File: config.mk
export PLATFORM = sky130hd
export DESIGN_NAME = udp_congestion_window_control_top_flat
export DESIGN_NICKNAME = d
export VERILOG_FILES = /design/src/rtl/udp_cwc_pkg.sv /design/src/rtl/udp_cwc_in_if.sv /design/src/rtl/udp_cwc_out_if.sv /design/src/rtl/udp_congestion_window_control_top.sv /design/src/flat_wrapper.sv
export VERILOG_INCLUDE_DIRS = /design/src /design/src/rtl
export SDC_FILE = /design/constraint.sdc
export NUM_CORES = 2
export LEC_CHECK = 0
export ABC_AREA = 1
export BUFFER_PORTS_ARGS = -buffer_cell sky130_fd_sc_hd__buf_2
export CAP_MARGIN = 20
export CORE_MARGIN = 2
export CORE_UTILIZATION = 39
export CTS_CLUSTER_DIAMETER = 200
export DETAILED_ROUTE_END_ITERATION = 16
export PLACE_DENSITY = 0.52
export SLEW_MARGIN = 30
export SYNTH_ARGS = -nofsm -noshare
export SYNTH_HDL_FRONTEND = slang
export SYNTH_SLANG_ARGS = --single-unit
File: constraint.sdc
create_clock -name clk -period 9.8 [get_ports clk]
set_input_delay 1.47 -clock clk [delete_from_list [all_inputs] [get_ports clk]]
set_output_delay 1.47 -clock clk [all_outputs]
set_load 0.03 [all_outputs]
File: src/rtl/udp_congestion_window_control_top_defines.svh
// assertion macros for the congestion window controller
// used by udp_congestion_window_control_top; expects clk and rst_n in scope
`ifndef UDP_CONGESTION_WINDOW_CONTROL_TOP_DEFINES_SVH
`define UDP_CONGESTION_WINDOW_CONTROL_TOP_DEFINES_SVH

// same-cycle implication, checked outside reset
`define UCWC_ASSERT_NOW(lbl, ante, cons, msg) \
  lbl: assert property (@(posedge clk) disable iff (!rst_n) (ante) |-> (cons)) \
    else $error(msg);

// next-cycle implication, checked outside reset
`define UCWC_ASSERT_NEXT(lbl, ante, cons, msg) \
  lbl: assert property (@(posedge clk) disable iff (!rst_n) (ante) |=> (cons)) \
    else $error(msg);

`endif

File: src/rtl/udp_cwc_pkg.sv
// shared types and constants for the congestion window controller
// no dependencies; used by the channel interfaces and the top level
package udp_cwc_pkg;

  localparam int unsigned OP_W     = 3;
  localparam int unsigned SEQ_W    = 64;
  localparam int unsigned OFF_W    = 32;
  localparam int unsigned TIME_W   = 64;
  localparam int unsigned RTT_W    = 16;
  localparam int unsigned WIN_W    = 14;
  localparam int unsigned RESEND_W = 32;

  // event kinds
  typedef enum logic [OP_W-1:0] {
    OP_INIT   = 3'd0,
    OP_ACK    = 3'd1,
    OP_LOSS   = 3'd2,
    OP_TIMER  = 3'd3,
    OP_RTT    = 3'd4,
    OP_RESEND = 3'd5
  } op_t;

  // window limits
  localparam logic [WIN_W-1:0] WIN_MIN      = 14'd16;
  localparam logic [WIN_W-1:0] CEIL_FAST    = 14'd2048;
  localparam logic [WIN_W-1:0] CEIL_NEAR    = 14'd6144;
  localparam logic [WIN_W-1:0] CEIL_MID     = 14'd8192;
  localparam logic [WIN_W-1:0] CEIL_FAR     = 14'd12288;
  localparam logic [10:0]      RESEND_LIM_MIN = 11'd8;

  // rtt estimator
  localparam logic [RTT_W-1:0] SRTT_INIT    = 16'd50;
  localparam logic [RTT_W-1:0] RTTVAR_INIT  = 16'd25;
  localparam logic [RTT_W-1:0] SRTT_FLOOR   = 16'd5;
  localparam logic [RTT_W-1:0] RTTVAR_FLOOR = 16'd3;
  localparam logic [RTT_W-1:0] SMP_FAST     = 16'd10;
  localparam logic [RTT_W-1:0] SRTT_NEAR    = 16'd50;
  localparam logic [RTT_W-1:0] SRTT_MID     = 16'd100;
  localparam logic [RTT_W-1:0] SRTT_TICK_MIN = 16'd10;
  localparam logic [19:0]      TICK_DELAY_MIN = 20'd100;

  // reciprocals: floor(x/9) = (x*M9)>>20 for x < 2^17, floor(x/5) = (x*M5)>>18
  localparam logic [16:0] M9 = 17'd116509;
  localparam logic [15:0] M5 = 16'd52429;

  localparam logic [1:0] TICK_SAT = 2'd2;

endpackage

File: src/rtl/udp_cwc_in_if.sv
// event channel: valid/ready handshake with the event fields
// depends on udp_cwc_pkg
interface udp_cwc_in_if;
  import udp_cwc_pkg::*;

  logic              valid;
  logic              ready;
  logic [OP_W-1:0]   op;
  logic [SEQ_W-1:0]  seq;
  logic              loss_present;
  logic [OFF_W-1:0]  loss_last_offset;
  logic [TIME_W-1:0] now_ms;
  logic [RTT_W-1:0]  rtt_sample;

  modport source (
    output valid, op, seq, loss_present, loss_last_offset, now_ms, rtt_sample,
    input  ready
  );
  modport sink (
    input  valid, op, seq, loss_present, loss_last_offset, now_ms, rtt_sample,
    output ready
  );
endinterface

File: src/rtl/udp_cwc_out_if.sv
// result channel: valid/ready handshake with window and rtt figures
// depends on udp_cwc_pkg
interface udp_cwc_out_if;
  import udp_cwc_pkg::*;

  logic             valid;
  logic             ready;
  logic [WIN_W-1:0] window;
  logic [WIN_W-1:0] window_ceiling;
  logic [RTT_W-1:0] smoothed_rtt;
  logic [RTT_W-1:0] rtt_variation;
  logic             in_slow_start;

  modport source (
    output valid, window, window_ceiling, smoothed_rtt, rtt_variation, in_slow_start,
    input  ready
  );
  modport sink (
    input  valid, window, window_ceiling, smoothed_rtt, rtt_variation, in_slow_start,
    output ready
  );
endinterface

File: src/rtl/udp_congestion_window_control_top.sv
// congestion window controller with rtt estimator; uses udp_cwc_pkg, the two channel interfaces
// an accepted event waits in the event register, then its result is registered in the state registers
// throughput: one event per cycle while the result channel is not stalled; the state update sits
//   between the event register and the state registers, which drive the result directly
// reset: synchronous, active low; state takes its initial values, no result pending
module udp_congestion_window_control_top (
  input  logic                clk,
  input  logic                rst_n,
  udp_cwc_in_if.sink          in_ch,
  udp_cwc_out_if.source       out_ch
);
  import udp_cwc_pkg::*;

  `include "udp_congestion_window_control_top_defines.svh"

  // event register
  logic              in_v_r;
  logic [OP_W-1:0]   in_op_r;
  logic [SEQ_W-1:0]  in_seq_r;
  logic              in_present_r;
  logic [OFF_W-1:0]  in_off_r;
  logic [TIME_W-1:0] in_now_r;
  logic [RTT_W-1:0]  in_smp_r;

  // controller state
  logic [WIN_W-1:0]    cwnd_r,       cwnd_nxt;
  logic [WIN_W-1:0]    ceil_r,       ceil_nxt;
  logic [RTT_W-1:0]    srtt_r,       srtt_nxt;
  logic [RTT_W-1:0]    rttvar_r,     rttvar_nxt;
  logic [SEQ_W-1:0]    acked_upto_r, acked_upto_nxt;
  logic [TIME_W-1:0]   last_tick_r,  last_tick_nxt;
  logic                slow_r,       slow_nxt;
  logic                loss_seen_r,  loss_seen_nxt;
  logic                first_rtt_r,  first_rtt_nxt;
  logic [RESEND_W-1:0] resends_r,    resends_nxt;
  logic [1:0]          tick_r,       tick_nxt;
  logic                out_v_r;

  logic adv;

  // handshake: an event moves on when the result slot is free or being taken
  assign adv          = in_v_r && (!out_v_r || out_ch.ready);
  assign in_ch.ready  = !in_v_r || adv;

  always_ff @(posedge clk) begin
    if (!rst_n) begin
      in_v_r <= 1'b0;
    end else if (in_ch.ready) begin
      in_v_r <= in_ch.valid;
    end
  end

  always_ff @(posedge clk) begin
    if (in_ch.valid && in_ch.ready) begin
      in_op_r      <= in_ch.op;
      in_seq_r     <= in_ch.seq;
      in_present_r <= in_ch.loss_present;
      in_off_r     <= in_ch.loss_last_offset;
      in_now_r     <= in_ch.now_ms;
      in_smp_r     <= in_ch.rtt_sample;
    end
  end

  // ack arithmetic
  logic              ack_new;
  logic [SEQ_W-1:0]  gap;
  logic [WIN_W-1:0]  room;
  logic              gap_fills;
  logic [WIN_W:0]    cwnd_p1;
  logic [WIN_W:0]    grow_sum;
  logic [WIN_W-1:0]  grow_win;

  assign ack_new   = in_seq_r > acked_upto_r;
  assign gap       = in_seq_r - acked_upto_r;
  assign room      = ceil_r - cwnd_r;
  assign gap_fills = (|gap[SEQ_W-1:WIN_W]) || (gap[WIN_W-1:0] >= room);
  assign cwnd_p1   = {1'b0, cwnd_r} + 15'd1;
  assign grow_sum  = {1'b0, cwnd_r} + {1'b0, cwnd_p1[WIN_W:1]};
  assign grow_win  = (grow_sum < {1'b0, ceil_r}) ? grow_sum[WIN_W-1:0] : ceil_r;

  // loss arithmetic: window * 8/9 rounded up
  logic [SEQ_W:0]   loss_last;
  logic             loss_shrink;
  logic [16:0]      loss_num;
  logic [33:0]      loss_prod;
  logic [WIN_W-1:0] loss_q;
  logic [WIN_W-1:0] loss_win;

  assign loss_last   = {1'b0, in_seq_r} + {33'd0, in_off_r};
  assign loss_shrink = in_present_r && ({1'b0, acked_upto_r} < loss_last);
  assign loss_num    = {cwnd_r, 3'b000} + 17'd8;
  assign loss_prod   = {17'd0, loss_num} * {17'd0, M9};
  assign loss_q      = loss_prod[33:20];
  assign loss_win    = (loss_q < WIN_MIN) ? WIN_MIN : loss_q;

  // timer arithmetic
  logic [19:0]       srtt_x10;
  logic [19:0]       delay;
  logic [TIME_W:0]   due;
  logic              tick_fires;
  logic [1:0]        tick_inc;
  logic [10:0]       resend_lim;
  logic              resend_excess;
  logic [15:0]       rs_num;
  logic [31:0]       rs_prod;
  logic [WIN_W-1:0]  rs_q;
  logic [WIN_W-1:0]  rs_win;

  assign srtt_x10      = {1'b0, srtt_r, 3'b000} + {3'b000, srtt_r, 1'b0};
  assign delay         = (srtt_r > SRTT_TICK_MIN) ? srtt_x10 : TICK_DELAY_MIN;
  assign due           = {1'b0, last_tick_r} + {45'd0, delay};
  assign tick_fires    = {1'b0, in_now_r} >= due;
  assign tick_inc      = (tick_r < TICK_SAT) ? tick_r + 2'd1 : tick_r;
  assign resend_lim    = (cwnd_r[WIN_W-1:3] < RESEND_LIM_MIN) ? RESEND_LIM_MIN
                                                              : cwnd_r[WIN_W-1:3];
  assign resend_excess = resends_r > {21'd0, resend_lim};
  assign rs_num        = {cwnd_r, 2'b00} + 16'd4;
  assign rs_prod       = {16'd0, rs_num} * {16'd0, M5};
  assign rs_q          = rs_prod[31:18];
  assign rs_win        = (rs_q < WIN_MIN) ? WIN_MIN : rs_q;

  // rtt estimator arithmetic
  logic [WIN_W-1:0] ceil_pick;
  logic [RTT_W-1:0] rtt_diff;
  logic [17:0]      var_sum;
  logic [18:0]      srtt_sum;
  logic [RTT_W-1:0] srtt_raw;
  logic [RTT_W-1:0] rttvar_raw;

  always_comb begin
    priority if (in_smp_r < SMP_FAST) begin
      ceil_pick = CEIL_FAST;
    end else if (srtt_r < SRTT_NEAR) begin
      ceil_pick = CEIL_NEAR;
    end else if (srtt_r < SRTT_MID) begin
      ceil_pick = CEIL_MID;
    end else begin
      ceil_pick = CEIL_FAR;
    end
  end

  assign rtt_diff   = (srtt_r > in_smp_r) ? srtt_r - in_smp_r : in_smp_r - srtt_r;
  assign var_sum    = {2'b00, rttvar_r} + {1'b0, rttvar_r, 1'b0} + {2'b00, rtt_diff};
  assign srtt_sum   = {srtt_r, 3'b000} - {3'b000, srtt_r} + {3'b000, in_smp_r};
  assign srtt_raw   = first_rtt_r ? in_smp_r : srtt_sum[18:3];
  assign rttvar_raw = first_rtt_r ? {1'b0, in_smp_r[RTT_W-1:1]} : var_sum[17:2];

  // next state per event kind
  always_comb begin
    cwnd_nxt       = cwnd_r;
    ceil_nxt       = ceil_r;
    srtt_nxt       = srtt_r;
    rttvar_nxt     = rttvar_r;
    acked_upto_nxt = acked_upto_r;
    last_tick_nxt  = last_tick_r;
    slow_nxt       = slow_r;
    loss_seen_nxt  = loss_seen_r;
    first_rtt_nxt  = first_rtt_r;
    resends_nxt    = resends_r;
    tick_nxt       = tick_r;
    unique case (op_t'(in_op_r))
      OP_INIT: begin
        cwnd_nxt       = WIN_MIN;
        ceil_nxt       = WIN_MIN;
        srtt_nxt       = SRTT_INIT;
        rttvar_nxt     = RTTVAR_INIT;
        acked_upto_nxt = in_seq_r;
        last_tick_nxt  = in_now_r;
        slow_nxt       = 1'b1;
        loss_seen_nxt  = 1'b0;
        first_rtt_nxt  = 1'b1;
        resends_nxt    = '0;
        tick_nxt       = '0;
      end
      OP_ACK: begin
        if (ack_new) begin
          if (slow_r) begin
            if (gap_fills) begin
              slow_nxt = 1'b0;
              cwnd_nxt = ceil_r;
            end else begin
              cwnd_nxt = cwnd_r + gap[WIN_W-1:0];
            end
          end else if (loss_seen_r) begin
            loss_seen_nxt = 1'b0;
          end else begin
            cwnd_nxt = grow_win;
          end
          acked_upto_nxt = in_seq_r;
        end
      end
      OP_LOSS: begin
        slow_nxt      = 1'b0;
        loss_seen_nxt = 1'b1;
        if (loss_shrink) begin
          cwnd_nxt = loss_win;
        end
      end
      OP_TIMER: begin
        if (tick_fires) begin
          tick_nxt = tick_inc;
          if (slow_r) begin
            if (tick_inc > 2'd1) begin
              slow_nxt = 1'b0;
            end
          end else begin
            if (resend_excess) begin
              cwnd_nxt = rs_win;
            end
            resends_nxt = '0;
          end
          last_tick_nxt = in_now_r;
        end
      end
      OP_RTT: begin
        if (ceil_r == WIN_MIN) begin
          ceil_nxt = ceil_pick;
        end
        first_rtt_nxt = 1'b0;
        srtt_nxt      = (srtt_raw < SRTT_FLOOR) ? SRTT_FLOOR : srtt_raw;
        rttvar_nxt    = (rttvar_raw < RTTVAR_FLOOR) ? RTTVAR_FLOOR : rttvar_raw;
      end
      OP_RESEND: begin
        if (resends_r != '1) begin
          resends_nxt = resends_r + 32'd1;
        end
      end
      default: begin
      end
    endcase
  end

  // state registers, which also hold the pending result
  always_ff @(posedge clk) begin
    if (!rst_n) begin
      cwnd_r       <= WIN_MIN;
      ceil_r       <= WIN_MIN;
      srtt_r       <= SRTT_INIT;
      rttvar_r     <= RTTVAR_INIT;
      acked_upto_r <= '0;
      last_tick_r  <= '0;
      slow_r       <= 1'b1;
      loss_seen_r  <= 1'b0;
      first_rtt_r  <= 1'b1;
      resends_r    <= '0;
      tick_r       <= '0;
    end else if (adv) begin
      cwnd_r       <= cwnd_nxt;
      ceil_r       <= ceil_nxt;
      srtt_r       <= srtt_nxt;
      rttvar_r     <= rttvar_nxt;
      acked_upto_r <= acked_upto_nxt;
      last_tick_r  <= last_tick_nxt;
      slow_r       <= slow_nxt;
      loss_seen_r  <= loss_seen_nxt;
      first_rtt_r  <= first_rtt_nxt;
      resends_r    <= resends_nxt;
      tick_r       <= tick_nxt;
    end
  end

  // result valid
  always_ff @(posedge clk) begin
    if (!rst_n) begin
      out_v_r <= 1'b0;
    end else if (adv) begin
      out_v_r <= 1'b1;
    end else if (out_ch.ready) begin
      out_v_r <= 1'b0;
    end
  end

  assign out_ch.valid          = out_v_r;
  assign out_ch.window         = cwnd_r;
  assign out_ch.window_ceiling = ceil_r;
  assign out_ch.smoothed_rtt   = srtt_r;
  assign out_ch.rtt_variation  = rttvar_r;
  assign out_ch.in_slow_start  = slow_r;

  // conditions watched by the checks
  logic                           win_ok;
  logic                           ceil_ok;
  logic                           rtt_ok;
  logic [WIN_W+SEQ_W+RTT_W-1:0]   held_state;

  assign win_ok     = (cwnd_r >= WIN_MIN) && (cwnd_r <= ceil_r);
  assign ceil_ok    = (ceil_r == WIN_MIN) || (ceil_r == CEIL_FAST) || (ceil_r == CEIL_NEAR) ||
                      (ceil_r == CEIL_MID) || (ceil_r == CEIL_FAR);
  assign rtt_ok     = (srtt_r >= SRTT_FLOOR) && (rttvar_r >= RTTVAR_FLOOR);
  assign held_state = {cwnd_r, acked_upto_r, srtt_r};

  // checks on the controller state
  `UCWC_ASSERT_NOW(a_win_range, 1'b1, win_ok, "window out of range")
  `UCWC_ASSERT_NOW(a_ceil_legal, 1'b1, ceil_ok, "illegal window ceiling")
  `UCWC_ASSERT_NOW(a_rtt_floor, 1'b1, rtt_ok, "rtt figures below floor")
  `UCWC_ASSERT_NEXT(a_state_hold, !adv, $stable(held_state), "state moved without an event")

endmodule
File: src/flat_wrapper.sv
// flat-port wrapper written by rule: the top's interface ports become plain ports
module udp_congestion_window_control_top_flat import udp_cwc_pkg::*;
  (clk, rst_n, in_ch_valid, in_ch_op, in_ch_seq, in_ch_loss_present, in_ch_loss_last_offset, in_ch_now_ms, in_ch_rtt_sample, in_ch_ready, out_ch_valid, out_ch_window, out_ch_window_ceiling, out_ch_smoothed_rtt, out_ch_rtt_variation, out_ch_in_slow_start, out_ch_ready);
  udp_cwc_in_if in_ch_i ();
  udp_cwc_out_if out_ch_i ();
  input  logic clk;
  input  logic rst_n;
  input wire logic [$bits(in_ch_i.valid)-1:0] in_ch_valid;
  input wire logic [$bits(in_ch_i.op)-1:0] in_ch_op;
  input wire logic [$bits(in_ch_i.seq)-1:0] in_ch_seq;
  input wire logic [$bits(in_ch_i.loss_present)-1:0] in_ch_loss_present;
  input wire logic [$bits(in_ch_i.loss_last_offset)-1:0] in_ch_loss_last_offset;
  input wire logic [$bits(in_ch_i.now_ms)-1:0] in_ch_now_ms;
  input wire logic [$bits(in_ch_i.rtt_sample)-1:0] in_ch_rtt_sample;
  output wire logic [$bits(in_ch_i.ready)-1:0] in_ch_ready;
  output wire logic [$bits(out_ch_i.valid)-1:0] out_ch_valid;
  output wire logic [$bits(out_ch_i.window)-1:0] out_ch_window;
  output wire logic [$bits(out_ch_i.window_ceiling)-1:0] out_ch_window_ceiling;
  output wire logic [$bits(out_ch_i.smoothed_rtt)-1:0] out_ch_smoothed_rtt;
  output wire logic [$bits(out_ch_i.rtt_variation)-1:0] out_ch_rtt_variation;
  output wire logic [$bits(out_ch_i.in_slow_start)-1:0] out_ch_in_slow_start;
  input wire logic [$bits(out_ch_i.ready)-1:0] out_ch_ready;
  assign in_ch_i.valid = in_ch_valid;
  assign in_ch_i.op = in_ch_op;
  assign in_ch_i.seq = in_ch_seq;
  assign in_ch_i.loss_present = in_ch_loss_present;
  assign in_ch_i.loss_last_offset = in_ch_loss_last_offset;
  assign in_ch_i.now_ms = in_ch_now_ms;
  assign in_ch_i.rtt_sample = in_ch_rtt_sample;
  assign in_ch_ready = in_ch_i.ready;
  assign out_ch_valid = out_ch_i.valid;
  assign out_ch_window = out_ch_i.window;
  assign out_ch_window_ceiling = out_ch_i.window_ceiling;
  assign out_ch_smoothed_rtt = out_ch_i.smoothed_rtt;
  assign out_ch_rtt_variation = out_ch_i.rtt_variation;
  assign out_ch_in_slow_start = out_ch_i.in_slow_start;
  assign out_ch_i.ready = out_ch_ready;
  udp_congestion_window_control_top u_core (.clk(clk), .rst_n(rst_n), .in_ch(in_ch_i), .out_ch(out_ch_i));
endmodule
== Word-level counts from Yosys, hierarchy flattened ==
Index checks and enable logic that the tools add are counted.

* Magnitude comparators: 18
* Reductions and logical operators: 25
* Mux-type cells: 50
* $add $sub $neg: 18
* Equality and inequality tests: 16
* Multiply operators: 2

{| class="wikitable"
|+ Operators by type and width
! kind !! number
|-
| one-hot mux 64 bit (2 select lines) || 2
|-
| two-way mux 14 bit || 14
|-
| two-way mux 64 bit || 2
|-
| two-way mux 32 bit || 3
|-
| one-hot mux 32 bit (3 select lines) || 1
|-
| two-way mux 16 bit || 5
|-
| adder 64 x 20 -> 65 bit || 1
|-
| adder 64 x 32 -> 65 bit || 1
|-
| >= comparator 64 x 65 -> 1 bit || 1
|-
| less-than comparator 64 x 65 -> 1 bit || 1
|-
| > comparator 64 bit || 1
|-
| one-hot mux 16 bit (2 select lines) || 2
|-
| subtractor 64 bit || 1
|-
| one-hot mux 14 bit (4 select lines) || 1
|-
| OR reduction 50 bit || 1
|-
| multiplier 17 x 17 -> 34 bit (second input constant) || 1
|-
| adder 32 x 1 -> 32 bit (second input constant) || 1
|-
| > comparator 32 x 11 -> 1 bit || 1
|-
| multiplier 16 x 16 -> 32 bit (second input constant) || 1
|-
| != test 32 bit (second input constant) || 1
|-
| subtractor 16 bit || 2
|-
| less-than comparator 14 x 5 -> 1 bit (second input constant) || 2
|-
| one-hot mux 14 bit (2 select lines) || 1
|-
| adder 19 x 17 -> 20 bit || 1
|-
| 51 further kinds || 81
|}

* Register bits after elaboration: 407
* Output and inout port bits: 63
* Bits of input ports: 184
* Word-level logic and storage cells: 148

== Longest topological paths before layout ==
* Depth after elaboration: 8
* Depth in mapped cells: 57
* Gate-level depth less buffers: 55

== Least setup slack after synthesis ==
No wires, ideal clock.

* Path kind: register to register
* Start point: register u_core.cwnd_r[1] (netlist: u_core.out_ch.window[1])
* End point: register u_core.cwnd_r[0] (netlist: u_core.out_ch.window[0])
* Clock period less this slack: 7.306 ns
* Library setup time: 0.114 ns
* Stages on the path, launching flop included: 36
* Required time: 9.686 ns
* Arrival time: 7.192 ns
* Path buffers: 0
* Setup slack: 2.494 ns
* Path through: dfxtp_1 > nand2_1 > nor4_1 > nand2_1 > nor2_1 > inv_1 > nor3_1 > inv_1 > o21ai_0 > inv_1 > ha_1 > ha_1 > inv_1 > fa_1 > inv_1 > fa_1 > fa_1 > inv_1 > fa_1 > inv_1 > ha_1 > a21oi_1 > o21ai_0 > a21oi_1 > nor3_1 > nor3_1 > nand2_1 > xor2_1 > nor3b_1 > nand3_1 > nand2_1 > nand2_1 > inv_1 > nand3_1 > nand2_1 > nor2_1

* Longest elaborated chain between the ends: 8
* Elaborated cells between the ends (all ways): 24
* Classes of those cells: add/sub: 5; mul: 2; order compare: 4; mux: 12; reduce/logical: 1

{| class="wikitable"
|+ RTL lines
! what !! RTL line !! source
|-
| start: declaration || udp_congestion_window_control_top.sv:26 || <nowiki>logic [WIN_W-1:0] cwnd_r, cwnd_nxt;</nowiki>
|-
| start signal: assignment || udp_congestion_window_control_top.sv:248 || <nowiki>cwnd_r <= cwnd_nxt;</nowiki>
|-
| adder 16 x 3 -> 16 bit / adder 14 x 1 -> 15 bit (equally long branches) || udp_congestion_window_control_top.sv:117, udp_congestion_window_control_top.sv:77 ||
|-
| multiplier 16 x 16 -> 32 bit / adder 14 x 14 -> 15 bit (equally long branches) || udp_congestion_window_control_top.sv:118, udp_congestion_window_control_top.sv:78 ||
|-
| less-than comparator 14 x 5 -> 1 bit / less-than comparator 15 x 14 -> 1 bit (equally long branches) || udp_congestion_window_control_top.sv:120, udp_congestion_window_control_top.sv:79 ||
|-
| two-way mux 14 bit, on equally long branches || udp_congestion_window_control_top.sv:120, udp_congestion_window_control_top.sv:79 ||
|-
| two-way mux 14 bit, on equally long branches || udp_congestion_window_control_top.sv:207, udp_congestion_window_control_top.sv:184 ||
|-
| two-way mux 14 bit, on equally long branches || udp_congestion_window_control_top.sv:202, udp_congestion_window_control_top.sv:177 ||
|-
| two-way mux 14 bit, on equally long branches || udp_congestion_window_control_top.sv:200, udp_congestion_window_control_top.sv:176 ||
|-
| one-hot mux 14 bit (4 select lines) * || udp_congestion_window_control_top.sv:161 || <nowiki>unique case (op_t'(in_op_r))</nowiki>
|}

Mark *: on every way between the ends. The rest lies on a longest branch, timed or not. The select of a mux whose other input is x is not followed.
A chain may end at the register's enable or synchronous reset.

== Worst setup path in the final report ==
* Start point: register u_core.srtt_r[1] (netlist: u_core.out_ch.smoothed_rtt[1])
* End point: register u_core.resends_r[6]

* Longest elaborated chain between the ends: 6
* Elaborated cells between the ends (all ways): 7
* Classes of those cells: add/sub: 2; order compare: 2; eq/ne: 1; mux: 1; reduce/logical: 1

{| class="wikitable"
|+ RTL lines
! what !! RTL line !! source
|-
| start: declaration || udp_congestion_window_control_top.sv:28 || <nowiki>logic [RTT_W-1:0] srtt_r, srtt_nxt;</nowiki>
|-
| start signal: assignment || udp_congestion_window_control_top.sv:250 || <nowiki>srtt_r <= srtt_nxt;</nowiki>
|-
| adder 19 x 17 -> 20 bit / > comparator 16 x 4 -> 1 bit (equally long branches) || udp_congestion_window_control_top.sv:109, udp_congestion_window_control_top.sv:110 ||
|-
| two-way mux 20 bit * || udp_congestion_window_control_top.sv:110 || <nowiki>assign delay = (srtt_r > SRTT_TICK_MIN) ? srtt_x10 : TICK_DELAY_MIN;</nowiki>
|-
| adder 64 x 20 -> 65 bit * || udp_congestion_window_control_top.sv:111 || <nowiki>assign due = {1'b0, last_tick_r} + {45'd0, delay};</nowiki>
|-
| >= comparator 64 x 65 -> 1 bit * || udp_congestion_window_control_top.sv:112 || <nowiki>assign tick_fires = {1'b0, in_now_r} >= due;</nowiki>
|-
| != test 2 x 1 -> 1 bit (no source line) * || n/a ||
|-
| AND reduction 5 bit (no source line) * || n/a ||
|-
| end signal: assignment || udp_congestion_window_control_top.sv:257 || <nowiki>resends_r <= resends_nxt;</nowiki>
|-
| end: declaration || udp_congestion_window_control_top.sv:35 || <nowiki>logic [RESEND_W-1:0] resends_r, resends_nxt;</nowiki>
|}

Mark *: on every way between the ends. The rest lies on a longest branch, timed or not.

==> metrics.txt <==
Post-synth EDFFs 180; critical path's top delay family simple AND/OR/NAND/NOR gates; remaining global-route overflow 0; status complete, no violations; met1 GRT Util 0.351; Clock Sinks 397; die area 116000 µm²; period utilization 0.874; # setup viols final 0; Largest stage delay, worst path 590 ps; WL per Instance 17.8 µm; Crit-path slowest cell dfxtp_1; number of global-route vias before repair 39600; Clock Tree Root clkbuf_16; share of layout cells above drive strength 1 0.0639; Syn Inst Count 6326; Initial DRC Count 2850; area grow syn2layout 10.3%; initial antenna violation count 5; min Tclk post-route 8570 ps; Avg Synthesized Cell Area 7.01 µm²; CTS resizes 0; clk buf depth 3; synth warn 0; CTS tree built; WP buf/inv 6; RSZ-0062 raised after global routing false; Critical Path Source Type flip-flop; Netlist cell types 67; Worst-Margin Slew 908 ps; most common cell after layout, fill and taps aside nand2_1; CTS clock-pin slew for the worst setup and hold paths 60 ps; Seq/Total Area, Yosys 0.220; Worst setup EP type flip-flop; Synth async-reset ratio 0; Vias 40900; hold buffer count at cts 0; Hold Vio Cnt, Final 0; Layout Nets 7513; # fillers 11900; via density per instance 5.05; gr usage total 0.245; top_reg_cell synth dfxtp_1; Pleak 24.3 nW; Critical Path RT 10260 ps; grt met2 use 0.392; first-pass GRT wire length 225 mm; I/O Buffers 236; IO Pins 247; worst-path fanout max 32; die width 341 µm; WL final 144 mm; max-slew violations 0; gr busiest metal met2; most frequent cells in the layout nand2_1 (1415), inv_1 (1153), nor2_1 (644); Num CTS Buffers 52; Crit Path Class reg2reg; DRT Pass-1 Iters 6; Max rail drop VDD 0.135 mV; DRC errors left 0; relative slew slack 0.394; max cap viols 0; GPL Wtd Cong 0.944; row cnt 123; synthesized cell area 44300 µm²; CP dominant cell by count nand2_1; H-tree levels 2; clock skew 46.1 ps; Setup Fix Bufs, Post-CTS 0; Final ANT Viol Nets 0; routing usage on met3 0.0324; max frequency 117 MHz; largest net degree at the start of global routing 117; chip height 341 µm; Synth Register Bits 397; WP data arrival 9030 ps; Clock Latency Late Sink 660 ps; starting density of the core 0.393; WHS 461 ps; Power per Cell Area 142 nW/µm²; HP Class reg2reg; final setup TNS 0 ps; area of the core 113000 µm²; HPWL after detailed placement 119 mm
-- synth_stat cells, drive strengths merged, types with 2 or more instances --
master   number  area share
o31ai         6      0.0010
clkbuf       56      0.0049
or2          14      0.0020
a221oi        4     0.00079
dfxtp       217       0.098
nand3       237       0.027
xnor2        86       0.017
o21ai       343       0.040
o2111ai       3     0.00059
buf          45      0.0072
nor3b         2     0.00034
a211oi       12      0.0020
inv        1160       0.098
nor3        120       0.014
o21a         19      0.0032
o22ai         7      0.0011
fa          160       0.072
ha          618        0.17
nand3b       26      0.0044
a21boi        8      0.0014
nand4        72       0.010
nor4         44      0.0062
nor2        661       0.058
clkinv        3     0.00025
nand2      1426        0.12
a31o          3     0.00059
o21bai       22      0.0041
o211a         2     0.00045
a31oi        20      0.0028
and2          2     0.00028
o211ai       13      0.0022
xor2        180       0.036
a21oi       503       0.057
mux2i         2     0.00045
edfxtp      180        0.12
a21o         28      0.0047
o221a         6      0.0015
o221ai        6      0.0012
and3          3     0.00042
-- worst min-delay path: cells and delay by family, from the launching register on --
kind	cells	cell delay, ps
flops	1	310
simple gates	1	60
compound gates	1	50
-- layout make-up --
| cell class | instances | area (µm²) | area share |
|---|---|---|---|
| Antenna cell | 2 | 5.00 | 0.000102 |
| Clock buffer | 68 | 1450 | 0.0297 |
| Clock inverter | 28 | 339 | 0.00693 |
| Inverter | 1163 | 4370 | 0.0894 |
| Multi-Input combinational cell | 4674 | 29700 | 0.608 |
| Sequential cell | 397 | 9750 | 0.199 |
| Tap cell | 1500 | 1880 | 0.0384 |
| Timing Repair Buffer | 263 | 1390 | 0.0284 |
-- per-stage QoR --
stage / cell area [µm²] / instances / utilization / setup slack, ps / power [mW]
floorplan: 44400 / 6335 / - / 2490 / 4.05
global placement: 47100 / 7997 / 0.418 / 1350 / 4.95
detailed placement: 47100 / 7997 / 0.418 / 1240 / 4.95
CTS: 48900 / 8093 / 0.434 / 1170 / 7.01
global route: 48900 / 8093 / 0.434 / 320 / 7.48
finish: 48900 / 8095 / 0.434 / 1230 / 6.94
-- report_power, final --
group | leakage, nW | switching [mW] | internal [mW]
Clock | 0.845 | 0.828 | 1.18
Combinational | 20.0 | 1.99 | 1.04
Sequential | 3.52 | 0.0846 | 1.81
Total | 24.3 | 2.90 | 4.04
-- sequential cells by signal (all words and copies together) (netlist names) --
name / cells
u_core.in_op_r: 3
u_core.tick_r: 2
u_core.in_seq_r: 64
u_core.last_tick_r: 64
u_core.acked_upto_r: 64
u_core.in_present_r: 1
u_core.in_off_r: 32
u_core.out_ch.valid: 1
u_core.loss_seen_r: 1
u_core.resends_r: 32
u_core.out_ch.window_ceiling: 4
u_core.in_now_r: 64
u_core.out_ch.window: 14
u_core.out_ch.rtt_variation: 16
u_core.in_v_r: 1
u_core.out_ch.smoothed_rtt: 16
u_core.in_smp_r: 16
u_core.out_ch.in_slow_start: 1
u_core.first_rtt_r: 1
-- layer usage --
layer | vias to the layer above | routed length [µm]
li1 | 20900 | -
met1 | 18800 | 69600
met2 | 1008 | 63500
met3 | 164 | 8320
met4 | 6 | 3030
met5 | - | 39
-- final timing paths --
path,from,endpoint,slack (ps),cells after the start
min,u_core.tick_r[0],u_core.tick_r[0],460,2
min reg2reg,u_core.tick_r[0],u_core.tick_r[0],460,2
max,u_core.out_ch.smoothed_rtt[1],u_core.resends_r[6],1230,52
max reg2reg,u_core.out_ch.smoothed_rtt[1],u_core.resends_r[6],1230,52
-- kinds of logic (layout without fill, tap and decap cells) --
kind of cell | Yosys count | in the layout | synth area share
other | 1 | 12 | 0.0000846
xor gates and xnor gates | 266 | 266 | 0.0526
adders and majority gates | 778 | 778 | 0.247
and+or+nand+nor | 2608 | 2608 | 0.244
DFF | 397 | 397 | 0.220
buffers and inverters | 1264 | 1522 | 0.111
muxes | 2 | 2 | 0.000452
AOI/OAI and AO/OA | 1010 | 1010 | 0.125
Power figures use the tool's default switching activity.
